===== config.mk =====
export PLATFORM = sky130hd
export DESIGN_NAME = lcd_scanline_mode_timing_top_flat
export DESIGN_NICKNAME = d
export VERILOG_FILES = /design/src/rtl/lsmt_pkg.sv /design/src/rtl/lsmt_if.sv /design/src/rtl/lsmt_csr.sv /design/src/rtl/lsmt_core.sv /design/src/rtl/lcd_scanline_mode_timing_top.sv /design/src/flat_wrapper.sv
export SDC_FILE = /design/constraint.sdc
export NUM_CORES = 1
export LEC_CHECK = 0
export ABC_AREA = 1
export BUFFER_PORTS_ARGS = -buffer_cell sky130_fd_sc_hd__buf_2
export CAP_MARGIN = 5
export CORE_ASPECT_RATIO = 1.5
export CORE_MARGIN = 2
export CORE_UTILIZATION = 52
export CTS_BUF_LIST = sky130_fd_sc_hd__clkbuf_8 sky130_fd_sc_hd__clkbuf_16
export DETAILED_ROUTE_END_ITERATION = 12
export MAX_ROUTING_LAYER = met4
export PLACE_DENSITY = 0.79
export REMOVE_ABC_BUFFERS = 1
export SLEW_MARGIN = 10
export SYNTH_ARGS = -nofsm -noshare
export SYNTH_HDL_FRONTEND = slang
export SYNTH_SLANG_ARGS = --single-unit

===== constraint.sdc =====
create_clock -name clock -period 2.7 [get_ports clock]
set_input_delay 0.54 -clock clock [delete_from_list [all_inputs] [get_ports clock]]
set_output_delay 0.54 -clock clock [all_outputs]
set_load 0.02 [all_outputs]

===== src/rtl/lsmt_pkg.sv =====
// Shared types and constants for the LCD scanline mode timing block.
package lsmt_pkg;

   // Display modes as reported on the result channel.
   localparam logic [1:0] MODE_HBLANK = 2'd0;
   localparam logic [1:0] MODE_VBLANK = 2'd1;
   localparam logic [1:0] MODE_OAM    = 2'd2;
   localparam logic [1:0] MODE_DRAW   = 2'd3;

   // Mode lengths in dots and the special lines.
   localparam logic [9:0] DOTS_OAM    = 10'd80;
   localparam logic [9:0] DOTS_DRAW   = 10'd172;
   localparam logic [9:0] DOTS_HBLANK = 10'd204;
   localparam logic [9:0] DOTS_LINE   = 10'd456;
   localparam logic [7:0] LINE_VBLANK = 8'd144;
   localparam logic [7:0] LINE_LAST   = 8'd153;

   // Status interrupt select bits.
   localparam int SEL_LYC    = 6;
   localparam int SEL_HBLANK = 3;
   localparam int SEL_VBLANK = 4;
   localparam int SEL_OAM    = 5;

   // Register indexes on the configuration port.
   localparam logic [2:0] REG_DISPLAY_ON  = 3'd0;
   localparam logic [2:0] REG_WINDOW_ON   = 3'd1;
   localparam logic [2:0] REG_STAT_SELECT = 3'd2;
   localparam logic [2:0] REG_LINE_CMP    = 3'd3;
   localparam logic [2:0] REG_WINDOW_TOP  = 3'd4;

   localparam int ADDR_WIDTH = 5;
   localparam int DATA_WIDTH = 32;

   // Configuration as seen by the timing core.
   typedef struct packed {
      logic       display_on;
      logic       window_on;
      logic [7:0] status_irq_select;
      logic [7:0] line_compare;
      logic [7:0] window_top_line;
   } cfg_type;

   // One result word.
   typedef struct packed {
      logic [1:0] ppu_mode;
      logic [7:0] line_number;
      logic       vblank_irq;
      logic       stat_irq;
      logic       frame_ready;
      logic       line_done;
      logic       window_live;
      logic [7:0] window_line;
   } rsp_word_type;

endpackage


===== src/rtl/lsmt_if.sv =====
// Handshake interfaces for the input and result channels.
interface lsmt_req_if;
   logic       valid;
   logic       ready;
   logic [6:0] cycles_elapsed;

   modport source (output valid, output cycles_elapsed, input ready);
   modport sink   (input valid, input cycles_elapsed, output ready);
endinterface

interface lsmt_rsp_if;
   logic       valid;
   logic       ready;
   logic [1:0] ppu_mode;
   logic [7:0] line_number;
   logic       vblank_irq;
   logic       stat_irq;
   logic       frame_ready;
   logic       line_done;
   logic       window_live;
   logic [7:0] window_line;

   modport source (output valid, output ppu_mode, output line_number, output vblank_irq,
                   output stat_irq, output frame_ready, output line_done,
                   output window_live, output window_line, input ready);
   modport sink   (input valid, input ppu_mode, input line_number, input vblank_irq,
                   input stat_irq, input frame_ready, input line_done,
                   input window_live, input window_line, output ready);
endinterface


===== src/rtl/lsmt_csr.sv =====
// APB-style configuration registers of the scanline timing block.
module lsmt_csr (
   input  logic                              clock,
   input  logic                              reset,
   input  logic                              psel,
   input  logic                              penable,
   input  logic                              pwrite,
   input  logic [lsmt_pkg::ADDR_WIDTH-1:0]   paddr,
   input  logic [lsmt_pkg::DATA_WIDTH-1:0]   pwdata,
   output logic [lsmt_pkg::DATA_WIDTH-1:0]   prdata,
   output logic                              pready,
   output lsmt_pkg::cfg_type                 cfg
);

   lsmt_pkg::cfg_type cfg_ff;
   lsmt_pkg::cfg_type cfg_in;
   logic [2:0]        reg_index;
   logic              write_en;

   assign pready    = 1'b1;
   assign reg_index = paddr[4:2];
   assign write_en  = psel & penable & pwrite;

   // Register write decode.
   always_comb begin
      cfg_in = cfg_ff;
      if (write_en) begin
         unique case (reg_index)
            lsmt_pkg::REG_DISPLAY_ON:  cfg_in.display_on        = pwdata[0];
            lsmt_pkg::REG_WINDOW_ON:   cfg_in.window_on         = pwdata[0];
            lsmt_pkg::REG_STAT_SELECT: cfg_in.status_irq_select = pwdata[7:0];
            lsmt_pkg::REG_LINE_CMP:    cfg_in.line_compare      = pwdata[7:0];
            lsmt_pkg::REG_WINDOW_TOP:  cfg_in.window_top_line   = pwdata[7:0];
            default: ;
         endcase
      end
   end

   always_ff @(posedge clock) begin
      if (reset) begin
         cfg_ff <= '0;
      end else begin
         cfg_ff <= cfg_in;
      end
   end

   // Read data mux.
   always_comb begin
      prdata = '0;
      unique case (reg_index)
         lsmt_pkg::REG_DISPLAY_ON:  prdata[0]   = cfg_ff.display_on;
         lsmt_pkg::REG_WINDOW_ON:   prdata[0]   = cfg_ff.window_on;
         lsmt_pkg::REG_STAT_SELECT: prdata[7:0] = cfg_ff.status_irq_select;
         lsmt_pkg::REG_LINE_CMP:    prdata[7:0] = cfg_ff.line_compare;
         lsmt_pkg::REG_WINDOW_TOP:  prdata[7:0] = cfg_ff.window_top_line;
         default: ;
      endcase
   end

   assign cfg = cfg_ff;

endmodule


===== src/rtl/lsmt_core.sv =====
// Timing state and the one-step mode transition logic.
module lsmt_core (
   input  logic                   clock,
   input  logic                   reset,
   input  logic                   step_en,
   input  logic [6:0]             cycles_elapsed,
   input  lsmt_pkg::cfg_type      cfg,
   output lsmt_pkg::rsp_word_type word
);

   logic [9:0] dot_ff,  dot_in;
   logic [1:0] mode_ff, mode_in;
   logic [7:0] line_ff, line_in;
   logic       win_flag_ff, win_flag_in;
   logic [7:0] win_count_ff, win_count_in;

   logic [9:0] dot_sum;
   logic [7:0] line_inc;
   logic       lyc_hit;
   logic       vblank_irq, stat_irq, frame_ready, line_done;

   assign dot_sum  = dot_ff + {3'b000, cycles_elapsed};
   assign line_inc = line_ff + 8'd1;
   assign lyc_hit  = cfg.status_irq_select[lsmt_pkg::SEL_LYC];

   // Next state: at most one mode move per word.
   always_comb begin
      dot_in       = dot_ff;
      mode_in      = mode_ff;
      line_in      = line_ff;
      win_flag_in  = win_flag_ff;
      win_count_in = win_count_ff;
      vblank_irq   = 1'b0;
      stat_irq     = 1'b0;
      frame_ready  = 1'b0;
      line_done    = 1'b0;
      if (cfg.display_on) begin
         dot_in = dot_sum;
         unique case (mode_ff)
            lsmt_pkg::MODE_HBLANK: begin
               if (dot_sum >= lsmt_pkg::DOTS_HBLANK) begin
                  dot_in  = dot_sum - lsmt_pkg::DOTS_HBLANK;
                  line_in = line_inc;
                  if (line_inc == lsmt_pkg::LINE_VBLANK) begin
                     mode_in     = lsmt_pkg::MODE_VBLANK;
                     vblank_irq  = 1'b1;
                     frame_ready = 1'b1;
                     stat_irq    = (lyc_hit && line_inc == cfg.line_compare) ||
                                   cfg.status_irq_select[lsmt_pkg::SEL_VBLANK];
                  end else begin
                     mode_in  = lsmt_pkg::MODE_OAM;
                     stat_irq = (lyc_hit && line_inc == cfg.line_compare) ||
                                cfg.status_irq_select[lsmt_pkg::SEL_OAM];
                     if (cfg.window_on && cfg.window_top_line == line_inc) begin
                        win_flag_in = 1'b1;
                     end
                  end
               end
            end
            lsmt_pkg::MODE_VBLANK: begin
               if (dot_sum >= lsmt_pkg::DOTS_LINE) begin
                  dot_in  = dot_sum - lsmt_pkg::DOTS_LINE;
                  line_in = line_inc;
                  // Past the last line the frame wraps to line zero.
                  if (line_inc > lsmt_pkg::LINE_LAST) begin
                     line_in      = '0;
                     win_count_in = '0;
                     mode_in      = lsmt_pkg::MODE_OAM;
                     stat_irq     = (lyc_hit && cfg.line_compare == 8'd0) ||
                                    cfg.status_irq_select[lsmt_pkg::SEL_OAM];
                     win_flag_in  = cfg.window_on && cfg.window_top_line == 8'd0;
                  end
               end
            end
            lsmt_pkg::MODE_OAM: begin
               if (dot_sum >= lsmt_pkg::DOTS_OAM) begin
                  dot_in  = dot_sum - lsmt_pkg::DOTS_OAM;
                  mode_in = lsmt_pkg::MODE_DRAW;
               end
            end
            lsmt_pkg::MODE_DRAW: begin
               if (dot_sum >= lsmt_pkg::DOTS_DRAW) begin
                  dot_in    = dot_sum - lsmt_pkg::DOTS_DRAW;
                  mode_in   = lsmt_pkg::MODE_HBLANK;
                  line_done = 1'b1;
                  stat_irq  = cfg.status_irq_select[lsmt_pkg::SEL_HBLANK];
                  if (win_flag_ff) begin
                     win_count_in = win_count_ff + 8'd1;
                  end
               end
            end
            default: ;
         endcase
      end
   end

   // State registers advance once per word.
   always_ff @(posedge clock) begin
      if (reset) begin
         dot_ff       <= '0;
         mode_ff      <= lsmt_pkg::MODE_DRAW;
         line_ff      <= '0;
         win_flag_ff  <= 1'b0;
         win_count_ff <= '0;
      end else if (step_en) begin
         dot_ff       <= dot_in;
         mode_ff      <= mode_in;
         line_ff      <= line_in;
         win_flag_ff  <= win_flag_in;
         win_count_ff <= win_count_in;
      end
   end

   // Result word reports the state after this step.
   always_comb begin
      word.ppu_mode    = mode_in;
      word.line_number = line_in;
      word.vblank_irq  = vblank_irq;
      word.stat_irq    = stat_irq;
      word.frame_ready = frame_ready;
      word.line_done   = line_done;
      word.window_live = win_flag_in;
      word.window_line = win_count_in;
   end

endmodule


===== src/rtl/lcd_scanline_mode_timing_top.sv =====
// Top level of the LCD scanline mode timing block.
// Each input word carries the dot cycles elapsed since the previous one; the block answers
// every word with exactly one result word holding the mode, line, interrupt pulses and
// window tracking after that step. One word is taken per clock unless the result register is
// held full: the word is captured in an input register, the step logic sits between it and
// the result register, and a result is offered once its step is loaded into the result register.
// The input side keeps accepting while a result waits, as long as the input register is empty
// or the result register will free up at the same edge. Configuration
// writes go through the APB-style port, one register per word address, and are meant to be
// made while no word is in flight. With the display off a word changes nothing and returns
// the current state with all pulses low.
module lcd_scanline_mode_timing_top (
   input  logic                              clock,
   input  logic                              reset,
   lsmt_req_if.sink                          req,
   lsmt_rsp_if.source                        rsp,
   input  logic                              psel,
   input  logic                              penable,
   input  logic                              pwrite,
   input  logic [lsmt_pkg::ADDR_WIDTH-1:0]   paddr,
   input  logic [lsmt_pkg::DATA_WIDTH-1:0]   pwdata,
   output logic [lsmt_pkg::DATA_WIDTH-1:0]   prdata,
   output logic                              pready
);

   lsmt_pkg::cfg_type      cfg;
   lsmt_pkg::rsp_word_type step_word;
   lsmt_pkg::rsp_word_type rsp_word_ff;

   logic       req_valid_ff;
   logic [6:0] req_cycles_ff;
   logic       rsp_valid_ff;
   logic       advance;

   // The stage moves when the result register is free or being emptied.
   assign advance   = ~rsp_valid_ff | rsp.ready;
   assign req.ready = ~req_valid_ff | advance;

   lsmt_csr u_csr (
      .clock   (clock),
      .reset   (reset),
      .psel    (psel),
      .penable (penable),
      .pwrite  (pwrite),
      .paddr   (paddr),
      .pwdata  (pwdata),
      .prdata  (prdata),
      .pready  (pready),
      .cfg     (cfg)
   );

   lsmt_core u_core (
      .clock          (clock),
      .reset          (reset),
      .step_en        (req_valid_ff & advance),
      .cycles_elapsed (req_cycles_ff),
      .cfg            (cfg),
      .word           (step_word)
   );

   // Input register.
   always_ff @(posedge clock) begin
      if (reset) begin
         req_valid_ff <= 1'b0;
      end else if (req.ready) begin
         req_valid_ff <= req.valid;
      end
   end

   always_ff @(posedge clock) begin
      if (req.valid && req.ready) begin
         req_cycles_ff <= req.cycles_elapsed;
      end
   end

   // Result register.
   always_ff @(posedge clock) begin
      if (reset) begin
         rsp_valid_ff <= 1'b0;
      end else if (advance) begin
         rsp_valid_ff <= req_valid_ff;
      end
   end

   always_ff @(posedge clock) begin
      if (advance && req_valid_ff) begin
         rsp_word_ff <= step_word;
      end
   end

   assign rsp.valid       = rsp_valid_ff;
   assign rsp.ppu_mode    = rsp_word_ff.ppu_mode;
   assign rsp.line_number = rsp_word_ff.line_number;
   assign rsp.vblank_irq  = rsp_word_ff.vblank_irq;
   assign rsp.stat_irq    = rsp_word_ff.stat_irq;
   assign rsp.frame_ready = rsp_word_ff.frame_ready;
   assign rsp.line_done   = rsp_word_ff.line_done;
   assign rsp.window_live = rsp_word_ff.window_live;
   assign rsp.window_line = rsp_word_ff.window_line;

   // Entering vertical blank always lands on the first blank line.
   assert property (@(posedge clock) disable iff (reset)
      rsp_valid_ff && rsp_word_ff.vblank_irq |->
         rsp_word_ff.ppu_mode == lsmt_pkg::MODE_VBLANK &&
         rsp_word_ff.line_number == lsmt_pkg::LINE_VBLANK)
      else $error("vblank pulse outside vblank entry");

   // The end of drawing always moves to horizontal blank.
   assert property (@(posedge clock) disable iff (reset)
      rsp_valid_ff && rsp_word_ff.line_done |->
         rsp_word_ff.ppu_mode == lsmt_pkg::MODE_HBLANK)
      else $error("line done pulse without horizontal blank");

   // The line counter never runs past the last blank line.
   assert property (@(posedge clock) disable iff (reset)
      rsp_valid_ff |-> rsp_word_ff.line_number <= lsmt_pkg::LINE_LAST)
      else $error("line number out of range");

   // Frame ready and vblank pulses travel together.
   assert property (@(posedge clock) disable iff (reset)
      rsp_valid_ff |-> rsp_word_ff.frame_ready == rsp_word_ff.vblank_irq)
      else $error("frame ready and vblank pulses disagree");

endmodule

===== src/flat_wrapper.sv =====
// flat-port wrapper written by rule: the top's interface ports become plain ports
module lcd_scanline_mode_timing_top_flat 
  (clock, reset, psel, penable, pwrite, paddr, pwdata, prdata, pready, req_valid, req_cycles_elapsed, req_ready, rsp_valid, rsp_ppu_mode, rsp_line_number, rsp_vblank_irq, rsp_stat_irq, rsp_frame_ready, rsp_line_done, rsp_window_live, rsp_window_line, rsp_ready);
  lsmt_req_if req_i ();
  lsmt_rsp_if rsp_i ();
  input  logic clock;
  input  logic reset;
  input  logic psel;
  input  logic penable;
  input  logic pwrite;
  input  logic [lsmt_pkg::ADDR_WIDTH-1:0] paddr;
  input  logic [lsmt_pkg::DATA_WIDTH-1:0] pwdata;
  output logic [lsmt_pkg::DATA_WIDTH-1:0] prdata;
  output logic pready;
  input wire logic [$bits(req_i.valid)-1:0] req_valid;
  input wire logic [$bits(req_i.cycles_elapsed)-1:0] req_cycles_elapsed;
  output wire logic [$bits(req_i.ready)-1:0] req_ready;
  output wire logic [$bits(rsp_i.valid)-1:0] rsp_valid;
  output wire logic [$bits(rsp_i.ppu_mode)-1:0] rsp_ppu_mode;
  output wire logic [$bits(rsp_i.line_number)-1:0] rsp_line_number;
  output wire logic [$bits(rsp_i.vblank_irq)-1:0] rsp_vblank_irq;
  output wire logic [$bits(rsp_i.stat_irq)-1:0] rsp_stat_irq;
  output wire logic [$bits(rsp_i.frame_ready)-1:0] rsp_frame_ready;
  output wire logic [$bits(rsp_i.line_done)-1:0] rsp_line_done;
  output wire logic [$bits(rsp_i.window_live)-1:0] rsp_window_live;
  output wire logic [$bits(rsp_i.window_line)-1:0] rsp_window_line;
  input wire logic [$bits(rsp_i.ready)-1:0] rsp_ready;
  assign req_i.valid = req_valid;
  assign req_i.cycles_elapsed = req_cycles_elapsed;
  assign req_ready = req_i.ready;
  assign rsp_valid = rsp_i.valid;
  assign rsp_ppu_mode = rsp_i.ppu_mode;
  assign rsp_line_number = rsp_i.line_number;
  assign rsp_vblank_irq = rsp_i.vblank_irq;
  assign rsp_stat_irq = rsp_i.stat_irq;
  assign rsp_frame_ready = rsp_i.frame_ready;
  assign rsp_line_done = rsp_i.line_done;
  assign rsp_window_live = rsp_i.window_live;
  assign rsp_window_line = rsp_i.window_line;
  assign rsp_i.ready = rsp_ready;
  lcd_scanline_mode_timing_top u_core (.clock(clock), .reset(reset), .req(req_i), .rsp(rsp_i), .psel(psel), .penable(penable), .pwrite(pwrite), .paddr(paddr), .pwdata(pwdata), .prdata(prdata), .pready(pready));
endmodule

==> results_tabular.tex <==
\begin{tabular}{lr}
\hline
Metric & Value \\
\hline
\multicolumn{2}{l}{\textbf{Routing}} \\
Uppermost routed layer & met4 \\
Routed met2 length & about 10000 um \\
Routed length on met1 & $\sim$7000 um \\
Detail-routed net length per standard cell & 16.4 um \\
Detailed-route via count & 6683 \\
DRC marker count from the first detailed-route iteration & 449 \\
Sum of met3 wire segment lengths after detailed routing & $\sim$1200 um \\
DRC violations left & 0 \\
Post-detailed-route count of antenna-violating nets & 0 \\
Drt total wl & $\sim$20000 um \\
Routed via count divided by cell count & roughly 5.6 \\
Pre-Repair DR Iteration Count & 5 \\
\multicolumn{2}{l}{\textbf{Setup path}} \\
Maximum fanout count along the critical path & 6 \\
Startpoint type of the worst setup path & register \\
Type of element capturing the critical path & register \\
Critical Path AT & approximately 3.3 ns \\
Cell seen most often among critical-path stages & sky130\_fd\_sc\_hd\_\_nand3\_1 \\
Depth of the worst register-to-register path & 22 \\
Standard cell with the maximum stage delay on the critical path & sky130\_fd\_sc\_hd\_\_fa\_2 \\
Maximum cell stage delay along the critical path & 0.41 ns \\
Chain of cells forming the critical path & ha\_4, inv\_2, fa\_2, inv\_2, nand3\_4, nand3\_4, nand2\_4, inv\_6, ha\_4, nand2\_2, nor2\_1, nand3\_1, nand2\_1, nand3\_2, nand2\_4, buf\_12, buf\_8, nand3\_1, nand3\_1, nand3\_1, nor2\_1, nor2\_1 \\
Required @ worst endpoint & 2.94 ns \\
Type of the worst setup path & reg2reg \\
\multicolumn{2}{l}{\textbf{Placed design}} \\
Total half-perimeter wirelength after legalization and detailed placement & 12300 um \\
Number of buffer cells added on primary ports & 57 \\
Final weighted congestion in routability-driven placement & around 0.95 \\
Placed inst area & between 6000 and 7000 sq um \\
\multicolumn{2}{l}{\textbf{Timing}} \\
Worst-Margin Slew & around 1.2 ns \\
Final period demand of the worst path & between 3 and 4 ns \\
Final setup skew & between 0.007 and 0.008 ns \\
Setup TNS & -12.84 ns \\
Normalized max-slew margin & 20.9\% \\
Final critical-path share of the clock period & 113\% \\
Setup repair after global routing missed its margin & true \\
Highest achievable clock rate & approximately 330 MHz \\
Number of hold violations in the final report & 0 \\
Post-layout worst setup margin & -0.352 ns \\
Max-slew violation count & 0 \\
Final Setup Violations & slightly below 50 \\
\multicolumn{2}{l}{\textbf{Logic synthesis}} \\
Sequential-to-total area share from yosys stat & between 30 and 40\% \\
FF+latch count, synth & between 80 and 90 \\
Number of enable flip-flop cells after synthesis & 29 \\
Number of different library cells in the post-synthesis netlist & 47 \\
Top\_reg\_cell synth & sky130\_fd\_sc\_hd\_\_dfxtp\_1 \\
Number of standard cells after synthesis & about 900 \\
Average size of a mapped cell & just under 7 sq um \\
Synthesis warning total & 0 \\
Cell Area, Synth & about 6000 sq um \\
Ys async rst share & 0\% \\
\multicolumn{2}{l}{\textbf{Die}} \\
Height of the die & between 100 and 150 um \\
Initial cell density of the core & a little over half \\
Die width & 92.4 um \\
I/O Pins & 109 \\
Core area & 11500 sq um \\
Row Count & 48 \\
Overall die area & about 13000 sq um \\
\multicolumn{2}{l}{\textbf{Power and ir drop}} \\
Leakage power summed over all cells & roughly 3.8 nW \\
Power density normalized to cell area & $\sim$420 nW/um\^{}2 \\
Largest voltage drop on the vdd net & about 0.27 mV \\
\multicolumn{2}{l}{\textbf{GRT}} \\
Total overflow reported by the global router & 0 \\
Global routing usage summed across all routing layers & 29.2\% \\
Pin count of the biggest net entering global routing & 35 \\
Initial antenna violation count & 0 \\
First-pass GRT wire length & 28400 um \\
Via count of the first global-routing pass & around 6300 \\
\multicolumn{2}{l}{\textbf{Outcome}} \\
Outcome & finished with violations \\
Violations in the final reports & negative setup slack \\
\multicolumn{2}{l}{\textbf{CTS}} \\
Root Buffer & sky130\_fd\_sc\_hd\_\_clkbuf\_16 \\
Clock buffer count from CTS & 9 \\
Clock tree from TritonCTS & done \\
Clock-pin slew of the registers on the worst-case setup and hold paths & approximately 0.07 ns \\
Source-to-sink clock delay at the later pin of the worst-skew pair & roughly 0.35 ns \\
Number of clock sinks seen by CTS & 86 \\
Max Root-Sink Buffers & 2 \\
Deepest level of the CTS H-tree & 3 \\
\multicolumn{2}{l}{\textbf{Layout}} \\
Most common cell after layout, fill and taps aside & sky130\_fd\_sc\_hd\_\_nand2\_1 \\
Layout cells sized above 1 & 30.3\% \\
Final std cell area, no fill & just over 8000 sq um \\
Synth-to-Final Area Change & 32.5\% \\
Commonest cells after routing, fill and taps aside & sky130\_fd\_sc\_hd\_\_nand2\_1 (192), sky130\_fd\_sc\_hd\_\_inv\_1 (114), sky130\_fd\_sc\_hd\_\_buf\_4 (79) \\
Total inserted antenna cells & 0 \\
Count of fill cells added during filler insertion & 887 \\
NumNets Final & between 1000 and 1500 \\
\multicolumn{2}{l}{\textbf{Job}} \\
Max cap viols & 0 \\
\multicolumn{2}{l}{\textbf{Worst hold path}} \\
Worst Hold Depth & 1 \\
Classification of the worst-slack hold path & in2reg \\
\hline
\end{tabular}
## logic make-up after synthesis
group,count (synthesis),share of synthesized area [%]
buf+inv,178,13.2
compound gates,142,13.3
other cells,2,0.123
xor+xnor,10,1.44
fa+ha+maj,19,4.03
flops,86,33.0
simple gates,462,34.9
## what timing repair did
item	CTS	global route
pin swaps	23	47
resized for setup	46	111
endpoints found under the setup margin	49	49
buffers inserted	13	20
hold endpoints to repair	0	0
cloned	1	0
hold buffers	0	0
## layer usage
metal | track usage (%) | vias up
met3 | 4.68 | 129
met2 | 51.7 | 382
met1 | 29.3 | 3018
met5 | - | -
met4 | 19.7 | 0
li1 | - | 3154
## through the flow
step,hold slack [ns],total power (W),std cells,util (%),setup WS (ns)
2_1_floorplan,0.444,0.00179,876,-,-0.272
3_3_place_gp,0.462,0.00196,1148,59.8,-0.303
3_5_place_dp,0.489,0.00197,1148,59.8,-0.391
4_1_cts,0.360,0.00328,1178,64.9,-0.104
5_1_grt,0.370,0.00346,1193,70.3,-0.474
6_report,0.365,0.00337,1193,70.3,-0.352
## path summary, 6_finish.rpt
| check | startpoint | to | slack (ns) |
|---|---|---|---|
| max | u_core.req_cycles_ff[0] | u_core.u_core.dot_ff[5] | -0.35 |
| min reg2reg | u_core.u_csr.cfg[13] | u_core.u_csr.cfg[13] | 0.52 |
| min | req_cycles_elapsed[1] | u_core.req_cycles_ff[1] | 0.36 |
| max reg2reg | u_core.req_cycles_ff[0] | u_core.u_core.dot_ff[5] | -0.35 |
## power by group
part	switching [W]	total, W	internal (W)	leakage [nW]
registers	0.0000417	0.00143	0.00139	0.742
clock network	0.000534	0.00130	0.000762	0.158
logic	0.000413	0.000640	0.000227	2.91
## critical path: cells and delay by family, from the launching register on
family,cells,cell delay (ns)
adder cells (fa/ha/maj),3,0.72
buffers and inverters,5,0.45
flip-flops,1,0.40
AND/OR/NAND/NOR,14,1.37
## final cells by class
type / instances / area [sq um] / area share, %
clock inverters: 5 / 51.3 / 0.636
clock buffers: 11 / 253 / 3.13
flip-flops and latches: 86 / 2010 / 25.0
inverters: 132 / 518 / 6.42
well taps: 150 / 188 / 2.33
multi-input cells: 659 / 3950 / 49.0
repair buffers: 150 / 1090 / 13.5
## Yosys cell counts, types with 3 or more instances
| cell | number | area share [%] |
|---|---|---|
| sky130_fd_sc_hd__buf_4 | 27 | 3.3 |
| sky130_fd_sc_hd__nand4_1 | 10 | 1.0 |
| sky130_fd_sc_hd__nand2_4 | 7 | 1.3 |
| sky130_fd_sc_hd__inv_2 | 7 | 0.43 |
| sky130_fd_sc_hd__dfxtp_1 | 57 | 19 |
| sky130_fd_sc_hd__o211ai_1 | 6 | 0.74 |
| sky130_fd_sc_hd__nor2_4 | 3 | 0.55 |
| sky130_fd_sc_hd__a21oi_1 | 50 | 4.1 |
| sky130_fd_sc_hd__nor3_1 | 4 | 0.33 |
| sky130_fd_sc_hd__nand2_1 | 227 | 14 |
| sky130_fd_sc_hd__nor2_1 | 69 | 4.3 |
| sky130_fd_sc_hd__buf_6 | 3 | 0.55 |
| sky130_fd_sc_hd__edfxtp_1 | 29 | 14 |
| sky130_fd_sc_hd__ha_1 | 18 | 3.7 |
| sky130_fd_sc_hd__nor4_1 | 5 | 0.51 |
| sky130_fd_sc_hd__o21ai_1 | 3 | 0.25 |
| sky130_fd_sc_hd__o21ai_0 | 61 | 5.0 |
| sky130_fd_sc_hd__xor2_1 | 8 | 1.2 |
| sky130_fd_sc_hd__clkbuf_1 | 9 | 0.55 |
| sky130_fd_sc_hd__a22oi_1 | 5 | 0.62 |
| sky130_fd_sc_hd__inv_1 | 122 | 7.5 |
| sky130_fd_sc_hd__buf_2 | 6 | 0.49 |
| sky130_fd_sc_hd__nand3_2 | 4 | 0.66 |
| sky130_fd_sc_hd__nand3_1 | 103 | 8.5 |
| sky130_fd_sc_hd__nand3b_1 | 5 | 0.62 |
| sky130_fd_sc_hd__nand2_2 | 18 | 1.8 |
## sequential cells by signal (all words and copies together), names as in the netlist
register / count
u_core.req_cycles_ff: 7
u_core.req_valid_ff: 1
u_core.rsp.line_done: 1
u_core.rsp.line_number: 8
u_core.rsp.ppu_mode: 2
u_core.rsp.stat_irq: 1
u_core.rsp.valid: 1
u_core.rsp.vblank_irq: 1
u_core.rsp.window_line: 8
u_core.rsp.window_live: 1
u_core.u_core.dot_ff: 10
u_core.u_core.line_ff: 8
u_core.u_core.mode_ff: 2
u_core.u_core.win_count_ff: 8
u_core.u_core.win_flag_ff: 1
u_core.u_csr.cfg: 26
(Power assumes the default switching activity.)
